### src/design/assert_macros.svh
// assertion helpers used by the top-level rtl
`ifndef ASSERT_MACROS_SVH
`define ASSERT_MACROS_SVH

// condition holds on every clock out of reset
`define ASSERT_ALWAYS(label, clk, rst, cond) \
  label: assert property (@(posedge clk) disable iff (rst) (cond)) \
    else $error("assertion failed");

// antecedent implies consequent in the following cycle
`define ASSERT_NEXT(label, clk, rst, ante, cons) \
  label: assert property (@(posedge clk) disable iff (rst) (ante) |=> (cons)) \
    else $error("assertion failed");

`endif

### src/design/aacrtp_pkg.sv
`default_nettype none
package aacrtp_pkg;

  // prefix bytes ahead of each fragment payload
  localparam int HDR_BYTES = 20;
  localparam int QUEUE_DEPTH_DEFAULT = 4;

  localparam logic [7:0] DOLLAR_BYTE = 8'h24;
  localparam logic [7:0] RTP_VER_BYTE = 8'h80;
  localparam logic [7:0] AU_LEN_BYTE = 8'h10;

  // reciprocal of 1000 scaled by 2^27, exact for 17-bit rates
  localparam logic [17:0] RECIP_1000 = 18'd134218;
  localparam int RECIP_SHIFT = 27;

  // configuration register indexes
  typedef enum logic [2:0] {
    REG_MTU     = 3'd0,
    REG_RATE    = 3'd1,
    REG_PT      = 3'd2,
    REG_CHANNEL = 3'd3,
    REG_SSRC    = 3'd4,
    REG_CYCLE   = 3'd5
  } reg_idx_t;

  // one queued frame byte with its packet context
  typedef struct packed {
    logic [7:0]  data;
    logic        hdr;
    logic        mark;
    logic [11:0] len;
    logic        plast;
    logic        flast;
    logic [31:0] rtp;
    logic [12:0] fsize;
  } entry_t;

endpackage
`default_nettype wire

### src/design/aacrtp_queue.sv
`default_nettype none
module aacrtp_queue #(
  parameter int DEPTH = 4
) (
  input  wire                   clk,
  input  wire                   rst,
  input  wire                   push,
  input  wire aacrtp_pkg::entry_t wdata,
  output logic                  full,
  input  wire                   pop,
  output aacrtp_pkg::entry_t    rdata,
  output logic                  empty
);
  import aacrtp_pkg::*;

  localparam int AW = (DEPTH > 1) ? $clog2(DEPTH) : 1;
  localparam int CW = $clog2(DEPTH + 1);

  entry_t mem [DEPTH];
  logic [AW-1:0] wptr;
  logic [AW-1:0] rptr;
  logic [CW-1:0] count;

  assign full  = (count == CW'(DEPTH));
  assign empty = (count == '0);
  assign rdata = mem[rptr];

  // storage
  always_ff @(posedge clk) begin
    if (push && !full) begin
      mem[wptr] <= wdata;
    end
  end

  // pointers and fill count
  always_ff @(posedge clk) begin
    if (rst) begin
      wptr  <= '0;
      rptr  <= '0;
      count <= '0;
    end else begin
      if (push && !full) begin
        wptr <= (wptr == AW'(DEPTH - 1)) ? '0 : wptr + 1'b1;
      end
      if (pop && !empty) begin
        rptr <= (rptr == AW'(DEPTH - 1)) ? '0 : rptr + 1'b1;
      end
      count <= count + CW'(push && !full) - CW'(pop && !empty);
    end
  end
endmodule
`default_nettype wire

### src/design/aacrtp_front.sv
`default_nettype none
module aacrtp_front (
  input  wire                   clk,
  input  wire                   rst,
  input  wire                   in_valid,
  output logic                  in_ready,
  input  wire  [7:0]            data_byte,
  input  wire  [12:0]           frame_length,
  input  wire  [31:0]           timestamp_ms,
  input  wire  [10:0]           mtu_size,
  input  wire  [16:0]           sample_rate,
  input  wire  [31:0]           cycle_ms,
  output logic                  push,
  output aacrtp_pkg::entry_t    wdata,
  input  wire                   full
);
  import aacrtp_pkg::*;

  typedef enum logic [1:0] {S_ACC, S_DIV, S_MUL, S_PROC} state_t;

  state_t      state;
  logic [12:0] fbl;
  logic [10:0] frag;
  logic [12:0] fsize;
  logic [31:0] rtp;
  logic [7:0]  pend_data;
  logic [31:0] dvd;
  logic [32:0] rem;
  logic [4:0]  cnt;
  logic [31:0] tval;
  logic [7:0]  rate_k;

  logic [34:0] rate_prod;
  logic [39:0] rtp_prod;
  logic [32:0] rem_sh;
  logic [32:0] rem_next;
  logic [10:0] maxpl;
  logic [10:0] chunk;
  logic [10:0] frag_eff;
  logic [10:0] frag_next;
  logic [12:0] fbl_next;
  logic        pkt_start;

  // rate in samples per millisecond, registered
  assign rate_prod = 35'(sample_rate) * 35'(RECIP_1000);
  always_ff @(posedge clk) begin
    rate_k <= rate_prod[RECIP_SHIFT +: 8];
  end

  // one restoring step of timestamp mod cycle
  assign rem_sh   = {rem[31:0], dvd[31]};
  assign rem_next = (rem_sh >= {1'b0, cycle_ms}) ? rem_sh - {1'b0, cycle_ms} : rem_sh;

  assign rtp_prod = 40'(rate_k) * 40'(tval);

  // fragment bookkeeping for the byte at hand
  assign maxpl     = (mtu_size > 11'd20) ? mtu_size - 11'd20 : 11'd1;
  assign pkt_start = (frag == '0);
  assign chunk     = (fbl <= {2'b00, maxpl}) ? fbl[10:0] : maxpl;
  assign frag_eff  = pkt_start ? chunk : frag;
  assign frag_next = frag_eff - 11'd1;
  assign fbl_next  = fbl - 13'd1;

  assign in_ready = (state == S_ACC) && !full;
  assign push = ((state == S_ACC) && in_valid && in_ready && (fbl != '0)) ||
                ((state == S_PROC) && !full);

  always_comb begin
    wdata.data  = (state == S_PROC) ? pend_data : data_byte;
    wdata.hdr   = pkt_start;
    wdata.mark  = ({2'b00, chunk} == fbl);
    wdata.len   = {1'b0, chunk} + 12'd16;
    wdata.plast = (frag_next == '0);
    wdata.flast = (fbl_next == '0);
    wdata.rtp   = rtp;
    wdata.fsize = fsize;
  end

  // sequencer: accept, wrap timestamp unless cycle_ms is zero, scale, place first byte
  always_ff @(posedge clk) begin
    if (rst) begin
      state <= S_ACC;
      fbl   <= '0;
      frag  <= '0;
      fsize <= '0;
      rtp   <= '0;
      cnt   <= '0;
    end else begin
      unique case (state)
        S_ACC: begin
          if (in_valid && in_ready) begin
            if (fbl == '0) begin
              if (frame_length != '0) begin
                pend_data <= data_byte;
                fsize     <= frame_length;
                fbl       <= frame_length;
                frag      <= '0;
                if (cycle_ms == '0) begin
                  tval  <= timestamp_ms;
                  state <= S_MUL;
                end else begin
                  dvd   <= timestamp_ms;
                  rem   <= '0;
                  cnt   <= '0;
                  state <= S_DIV;
                end
              end
            end else begin
              fbl  <= fbl_next;
              frag <= frag_next;
            end
          end
        end
        S_DIV: begin
          rem <= rem_next;
          dvd <= {dvd[30:0], 1'b0};
          cnt <= cnt + 5'd1;
          if (cnt == 5'd31) begin
            tval  <= rem_next[31:0];
            state <= S_MUL;
          end
        end
        S_MUL: begin
          rtp   <= rtp_prod[31:0];
          state <= S_PROC;
        end
        S_PROC: begin
          if (!full) begin
            fbl   <= fbl_next;
            frag  <= frag_next;
            state <= S_ACC;
          end
        end
        default: state <= S_ACC;
      endcase
    end
  end
endmodule
`default_nettype wire

### src/design/aacrtp_back.sv
`default_nettype none
module aacrtp_back (
  input  wire                   clk,
  input  wire                   rst,
  input  wire aacrtp_pkg::entry_t head,
  input  wire                   empty,
  output logic                  pop,
  input  wire  [6:0]            payload_type,
  input  wire  [7:0]            channel_id,
  input  wire  [31:0]           stream_ssrc,
  output logic                  out_valid,
  input  wire                   out_ready,
  output logic [7:0]            out_byte,
  output logic                  packet_last,
  output logic                  frame_last
);
  import aacrtp_pkg::*;

  logic [4:0]  idx;
  logic [15:0] seq;
  logic [7:0]  sel;
  logic        load;
  logic        in_hdr;

  assign load   = !out_valid || out_ready;
  assign in_hdr = head.hdr && (idx < 5'(HDR_BYTES));
  assign pop    = load && !empty && !in_hdr;

  // prefix byte picker
  always_comb begin
    case (idx)
      5'd0:    sel = DOLLAR_BYTE;
      5'd1:    sel = channel_id;
      5'd2:    sel = {4'h0, head.len[11:8]};
      5'd3:    sel = head.len[7:0];
      5'd4:    sel = RTP_VER_BYTE;
      5'd5:    sel = {head.mark, payload_type};
      5'd6:    sel = seq[15:8];
      5'd7:    sel = seq[7:0];
      5'd8:    sel = head.rtp[31:24];
      5'd9:    sel = head.rtp[23:16];
      5'd10:   sel = head.rtp[15:8];
      5'd11:   sel = head.rtp[7:0];
      5'd12:   sel = stream_ssrc[31:24];
      5'd13:   sel = stream_ssrc[23:16];
      5'd14:   sel = stream_ssrc[15:8];
      5'd15:   sel = stream_ssrc[7:0];
      5'd16:   sel = 8'h00;
      5'd17:   sel = AU_LEN_BYTE;
      5'd18:   sel = head.fsize[12:5];
      5'd19:   sel = {head.fsize[4:0], 3'b000};
      default: sel = head.data;
    endcase
  end

  // output register and packet walker
  always_ff @(posedge clk) begin
    if (rst) begin
      out_valid <= 1'b0;
      idx       <= '0;
      seq       <= '0;
    end else if (load) begin
      if (!empty) begin
        out_valid   <= 1'b1;
        out_byte    <= in_hdr ? sel : head.data;
        packet_last <= !in_hdr && head.plast;
        frame_last  <= !in_hdr && head.flast;
        if (in_hdr) begin
          idx <= idx + 5'd1;
        end else begin
          idx <= '0;
          if (head.hdr) begin
            seq <= seq + 16'd1;
          end
        end
      end else begin
        out_valid <= 1'b0;
      end
    end
  end
endmodule
`default_nettype wire

### src/design/aac_rtp_packetizer_top.sv
// channel  dir  handshake            payload
// in       in   in_valid/in_ready    data_byte, frame_length, timestamp_ms
// out      out  out_valid/out_ready  out_byte, packet_last, frame_last
// cfg      in   cfg_valid/cfg_ready  cfg_index, cfg_data
//
// a byte inside a frame is taken and queued in the same cycle while the queue has room
// the first byte of a frame is accepted, then the input is held through the
// timestamp wrap divider, the rate multiply and the queue write of that byte
// with cycle_ms at zero the divider is skipped
// each packet prefix adds 20 output bytes, emitted from the back end
// reset is synchronous; the output register holds while out_valid is high and out_ready is low
`default_nettype none
`include "assert_macros.svh"
module aac_rtp_packetizer_top #(
  parameter int QUEUE_DEPTH = aacrtp_pkg::QUEUE_DEPTH_DEFAULT
) (
  input  wire         clk,
  input  wire         rst,
  input  wire         in_valid,
  output logic        in_ready,
  input  wire  [7:0]  data_byte,
  input  wire  [12:0] frame_length,
  input  wire  [31:0] timestamp_ms,
  output logic        out_valid,
  input  wire         out_ready,
  output logic [7:0]  out_byte,
  output logic        packet_last,
  output logic        frame_last,
  input  wire         cfg_valid,
  output logic        cfg_ready,
  input  wire  [2:0]  cfg_index,
  input  wire  [31:0] cfg_data
);
  import aacrtp_pkg::*;

  logic [10:0] mtu_size;
  logic [16:0] sample_rate;
  logic [6:0]  payload_type;
  logic [7:0]  channel_id;
  logic [31:0] stream_ssrc;
  logic [31:0] cycle_ms;

  entry_t wdata;
  entry_t head;
  logic   push;
  logic   pop;
  logic   full;
  logic   empty;

  assign cfg_ready = 1'b1;

  // configuration registers
  always_ff @(posedge clk) begin
    if (rst) begin
      mtu_size     <= 11'd1400;
      sample_rate  <= 17'd44100;
      payload_type <= 7'd96;
      channel_id   <= 8'd0;
      stream_ssrc  <= 32'd0;
      cycle_ms     <= 32'hFFFF_FFFF;
    end else if (cfg_valid && cfg_ready) begin
      case (cfg_index)
        REG_MTU:     mtu_size     <= cfg_data[10:0];
        REG_RATE:    sample_rate  <= cfg_data[16:0];
        REG_PT:      payload_type <= cfg_data[6:0];
        REG_CHANNEL: channel_id   <= cfg_data[7:0];
        REG_SSRC:    stream_ssrc  <= cfg_data;
        REG_CYCLE:   cycle_ms     <= cfg_data;
        default:     ;
      endcase
    end
  end

  aacrtp_front u_front (
    .clk, .rst, .in_valid, .in_ready, .data_byte, .frame_length, .timestamp_ms,
    .mtu_size, .sample_rate, .cycle_ms, .push, .wdata, .full
  );

  aacrtp_queue #(.DEPTH(QUEUE_DEPTH)) u_queue (
    .clk, .rst, .push, .wdata, .full, .pop, .rdata(head), .empty
  );

  aacrtp_back u_back (
    .clk, .rst, .head, .empty, .pop, .payload_type, .channel_id, .stream_ssrc,
    .out_valid, .out_ready, .out_byte, .packet_last, .frame_last
  );

  // checks
  `ASSERT_ALWAYS(a_no_push_full, clk, rst, !(push && full))
  `ASSERT_ALWAYS(a_frame_ends_packet, clk, rst, !(out_valid && frame_last && !packet_last))
  `ASSERT_NEXT(a_out_hold, clk, rst, out_valid && !out_ready, out_valid && $stable(out_byte))
endmodule
`default_nettype wire

### config.mk
export PLATFORM = sky130hd
export DESIGN_NAME = aac_rtp_packetizer_top
export DESIGN_NICKNAME = d
export VERILOG_FILES = /design/src/design/aacrtp_pkg.sv /design/src/design/aacrtp_queue.sv /design/src/design/aacrtp_front.sv /design/src/design/aacrtp_back.sv /design/src/design/aac_rtp_packetizer_top.sv
export VERILOG_INCLUDE_DIRS = /design/src /design/src/design
export SDC_FILE = /design/constraint.sdc
export NUM_CORES = 2
export LEC_CHECK = 0
export ABC_AREA = 1
export BUFFER_PORTS_ARGS = -buffer_cell sky130_fd_sc_hd__buf_2
export CELL_PAD_IN_SITES_DETAIL_PLACEMENT = 1
export CELL_PAD_IN_SITES_GLOBAL_PLACEMENT = 2
export CORE_UTILIZATION = 40
export DETAILED_ROUTE_END_ITERATION = 7
export GPL_ROUTABILITY_DRIVEN = 0
export GPL_TIMING_DRIVEN = 0
export PLACE_DENSITY = 0.78
export SETUP_SLACK_MARGIN = 0.02
export SKIP_LAST_GASP = 1
export SYNTH_ARGS = -nofsm -noshare
export SYNTH_HDL_FRONTEND = slang
export SYNTH_HIERARCHICAL = 1
export SYNTH_SLANG_ARGS = --single-unit
### constraint.sdc
create_clock -name clk -period 5.6 [get_ports clk]
set_clock_uncertainty 0.1 [all_clocks]
set_input_delay 0.56 -clock clk [delete_from_list [all_inputs] [get_ports clk]]
set_output_delay 0.56 -clock clk [all_outputs]
set_load 0.02 [all_outputs]
==> impl_metrics.json <==
{
  "layout.nets": 5347,
  "async_flop_share": 0,
  "ant_nets": 0,
  "hold_ws_ns": 0.0956,
  "grt_usage": 0.267,
  "drtIter0Drc": 2019,
  "clock-root-buffer": "clkbuf_16",
  "cp_slowest_cell": "fa_1",
  "syn_area_per_cell_um2": 8.52,
  "combPwrFrac": 0.550,
  "wl_per_cell_um": 21.4,
  "fin_crit_ns": 5.31,
  "path_class": "reg -> reg",
  "grt_pass1_vias": 33394,
  "finalHoldViolations": 0,
  "synth.area.top_cells": "edfxtp_1 (30%), dfxtp_1 (11%), fa_1 (10%)",
  "clkLatencyLatePin_ns": 0.65,
  "multi_input_area_um2": 19800,
  "dp.cells": 6003,
  "swShare": 0.469,
  "status": "finished, violations left",
  "maxSlewViolCount": 0,
  "antenna_found_initial": 1,
  "hpwl_um": 104000,
  "cap_violations": 0,
  "fmax_mhz": 188,
  "area_delta_synth_final_pct": 12.6,
  "num_vias": 32058,
  "die-height_um": 315,
  "p_leak_nw": 20.5,
  "power_mw": 25.2,
  "synthDominantCellAreaShare": 0.298,
  "p_switching_mw": 11.8,
  "cts_tree": "yes",
  "initial_utilization": 0.405,
  "p_int_mw": 13.4,
  "io_pins": 106,
  "cp_common_cell": "fa_1",
  "fill_cells": 11615,
  "clk_pin_slew_worst_paths_ns": 0.06,
  "io_buffers": 104,
  "numCtsBuffers": 73,
  "cts_max_path_buffers": 3,
  "drc_errors": 5,
  "synthFlopType": "edfxtp_1",
  "ff_latch_area_um2": 16200,
  "cellPowerDensity_nw_per_um2": 569,
  "wl_um": 132000,
  "synth_warnings": 6,
  "synth-edff-count": 390,
  "die_width_um": 315,
  "synth-seq-cells": 612,
  "synthDistinctLibCells": 60,
  "cp-end-kind": "register",
  "peakVddDrop_mv": 0.337,
  "max_stage_delay_ns": 0.55,
  "syn_nets": 5151,
  "drive_gt1_frac": 0.0918,
  "antenna_cells": 0,
  "synth_area_um2": 39300,
  "path_cells": "clkbuf_2 > nand2_1 > fa_1 > inv_1 > fa_1 > fa_1 > fa_1 > ha_1 > a21oi_1 > o21ai_0 > nand2_1 > o211ai_1 > a21oi_2 > inv_1 > a21oi_1 > o21ai_0 > xor2_1 > o21ai_0 > inv_1",
  "viasPerCell": 5.22,
  "cp.arrival_ns": 5.75,
  "period_share": 0.949,
  "instances_no_fill": 6145,
  "dr.pass1.iters": 8,
  "grt_pass1_wl_um": 202000,
  "finalSetupViolCount": 0,
  "cts_sinks": 612,
  "cp_max_fo": 10,
  "clkPwrFrac": 0.192,
  "power_frac_seq": 0.257,
  "cts_max_level": 3,
  "cp-start-kind": "register",
  "worstPathRequired_ns": 6.04,
  "netlist_instances": 4612,
  "violations": "DRC",
  "worst_pin_slew_ns": 0.981,
  "seq_area_frac_synth": 0.411,
  "grt_max_degree": 65,
  "synth_top_area_cell": "edfxtp_1",
  "die_area_um2": 99500,
  "max_slew_margin": 0.344,
  "rsz0062_at_grt": "true",
  "hold_path_class": "in -> reg",
  "coreArea_um2": 97000,
  "rows": 114,
  "grt_remaining_overflow": 0
}
## cell usage after synthesis, drive strengths merged (40+ instances only)
cell type / number
a21oi: 153
buf: 88
clkbuf: 99
dfxtp: 222
edfxtp: 390
fa: 200
ha: 246
inv: 629
nand2: 997
nand3: 269
nor2: 635
nor3: 40
o21ai: 316
o22ai: 76
xor2: 64
## kinds of logic (layout without fill, tap and decap cells)
kind of cell | Yosys count | count (layout) | share of synthesized area
buffers and inverters | 821 | 1078 | 0.0855
adder cells (fa/ha/maj) | 446 | 446 | 0.180
flip-flops | 612 | 612 | 0.411
AO/OA/AOI/OAI | 619 | 619 | 0.0865
AND/OR/NAND/NOR | 2018 | 2018 | 0.215
other | 1 | 1 | 0.0000954
multiplexers | 1 | 1 | 0.000255
XOR/XNOR | 94 | 94 | 0.0210
## metal layers
metal,up-vias,part of all wire,global-route usage
met5,-,0,0
met4,0,0.025,0.0704
met3,142,0.038,0.0281
met2,639,0.47,0.449
met1,15891,0.47,0.367
li1,15386,-,-
## critical path: cells and delay by family, from the launching register on
| kind | cells | cell delay (ns) |
|---|---|---|
| xor gates and xnor gates | 1 | 0.19 |
| AOI/OAI and AO/OA | 7 | 1.23 |
| DFF | 1 | 0.51 |
| adders and majority gates | 5 | 2.43 |
| buffers and inverters | 4 | 0.50 |
| and+or+nand+nor | 2 | 0.21 |
## metrics by stage
step	setup slack, ns	utilization	cell area (µm²)	setup TNS [ns]
after floorplan	0.504	-	39300	0
after global placement	-3.36	0.427	41400	-901.55
after detailed placement	-0.899	0.430	41700	-10.36
after CTS	0.0494	0.456	44200	0
after global routing	-0.0181	0.456	44300	-0.0181
final	0.288	0.456	44300	0
## timing repair
action                                  CTS  global route
hold endpoints to repair                  8             0
pin swaps                                 0             1
setup buffers                             0             1
resized for setup                        19            17
endpoints found under the setup margin   23            12
hold buffers                              8             0
## worst paths after layout
check        slack [ns]                      start                      endpoint  depth (start not counted)
max                0.29  u_front/rate_k[7]$_DFF_P_  u_front/rtp[21]$_SDFFE_PP0P_                         19
min                 0.1                cfg_data[1]      cycle_ms[1]$_SDFFE_PP1P_                          3
max reg2reg        0.29  u_front/rate_k[7]$_DFF_P_  u_front/rtp[21]$_SDFFE_PP0P_                         19
min reg2reg        0.36  cycle_ms[13]$_SDFFE_PP1P_     cycle_ms[13]$_SDFFE_PP1P_                          2
## power by group through the flow
| stage | combinational (mW) | sequential [mW] | clock (mW) |
|---|---|---|---|
| 6_report | 13.9 | 6.47 | 4.84 |
| 3_5_place_dp | 13.7 | 6.55 | 0 |
| 5_1_grt | 15.4 | 6.55 | 5.10 |
| 4_1_cts | 13.8 | 6.47 | 4.93 |
| 2_1_floorplan | 9.07 | 6.39 | 0 |
| 3_3_place_gp | 13.4 | 6.58 | 0 |
## sequential cells by signal, indices dropped and copies added (netlist names), 13 cells and up, named ones only
name and flops:
cycle_ms 32, sample_rate 17, stream_ssrc 32, u_back/seq 16, u_front/dvd 32, u_front/fbl 13
u_front/fsize 13, u_front/rem 32, u_front/rtp 32, u_front/tval 32, u_queue/mem 276
## area by class of cell
class	instances	share of cell area
plain buffers	183	0.0226
clock buffers	95	0.0452
clock inverters	41	0.0101
inverters	634	0.0539
multi-input cells	3179	0.448
flip-flops and latches	612	0.365
well taps	1276	0.0361
repair buffers	125	0.0188
## cells in the final DEF (no fill, tap or decap), drive strengths merged, types with 11 or more instances in the layout
| master | instances |
|---|---|
| a21o | 11 |
| a21oi | 153 |
| a31oi | 13 |
| buf | 203 |
| clkbuf | 192 |
| clkinv | 34 |
| dfxtp | 222 |
| edfxtp | 390 |
| fa | 200 |
| ha | 246 |
| inv | 633 |
| nand2 | 997 |
| nand3 | 269 |
| nand3b | 23 |
| nand4 | 23 |
| nor2 | 635 |
| nor3 | 40 |
| nor4 | 18 |
| o211ai | 15 |
| o21ai | 316 |
| o22ai | 76 |
| xnor2 | 30 |
| xor2 | 64 |
No activity file was read; power rests on OpenSTA's default activity.
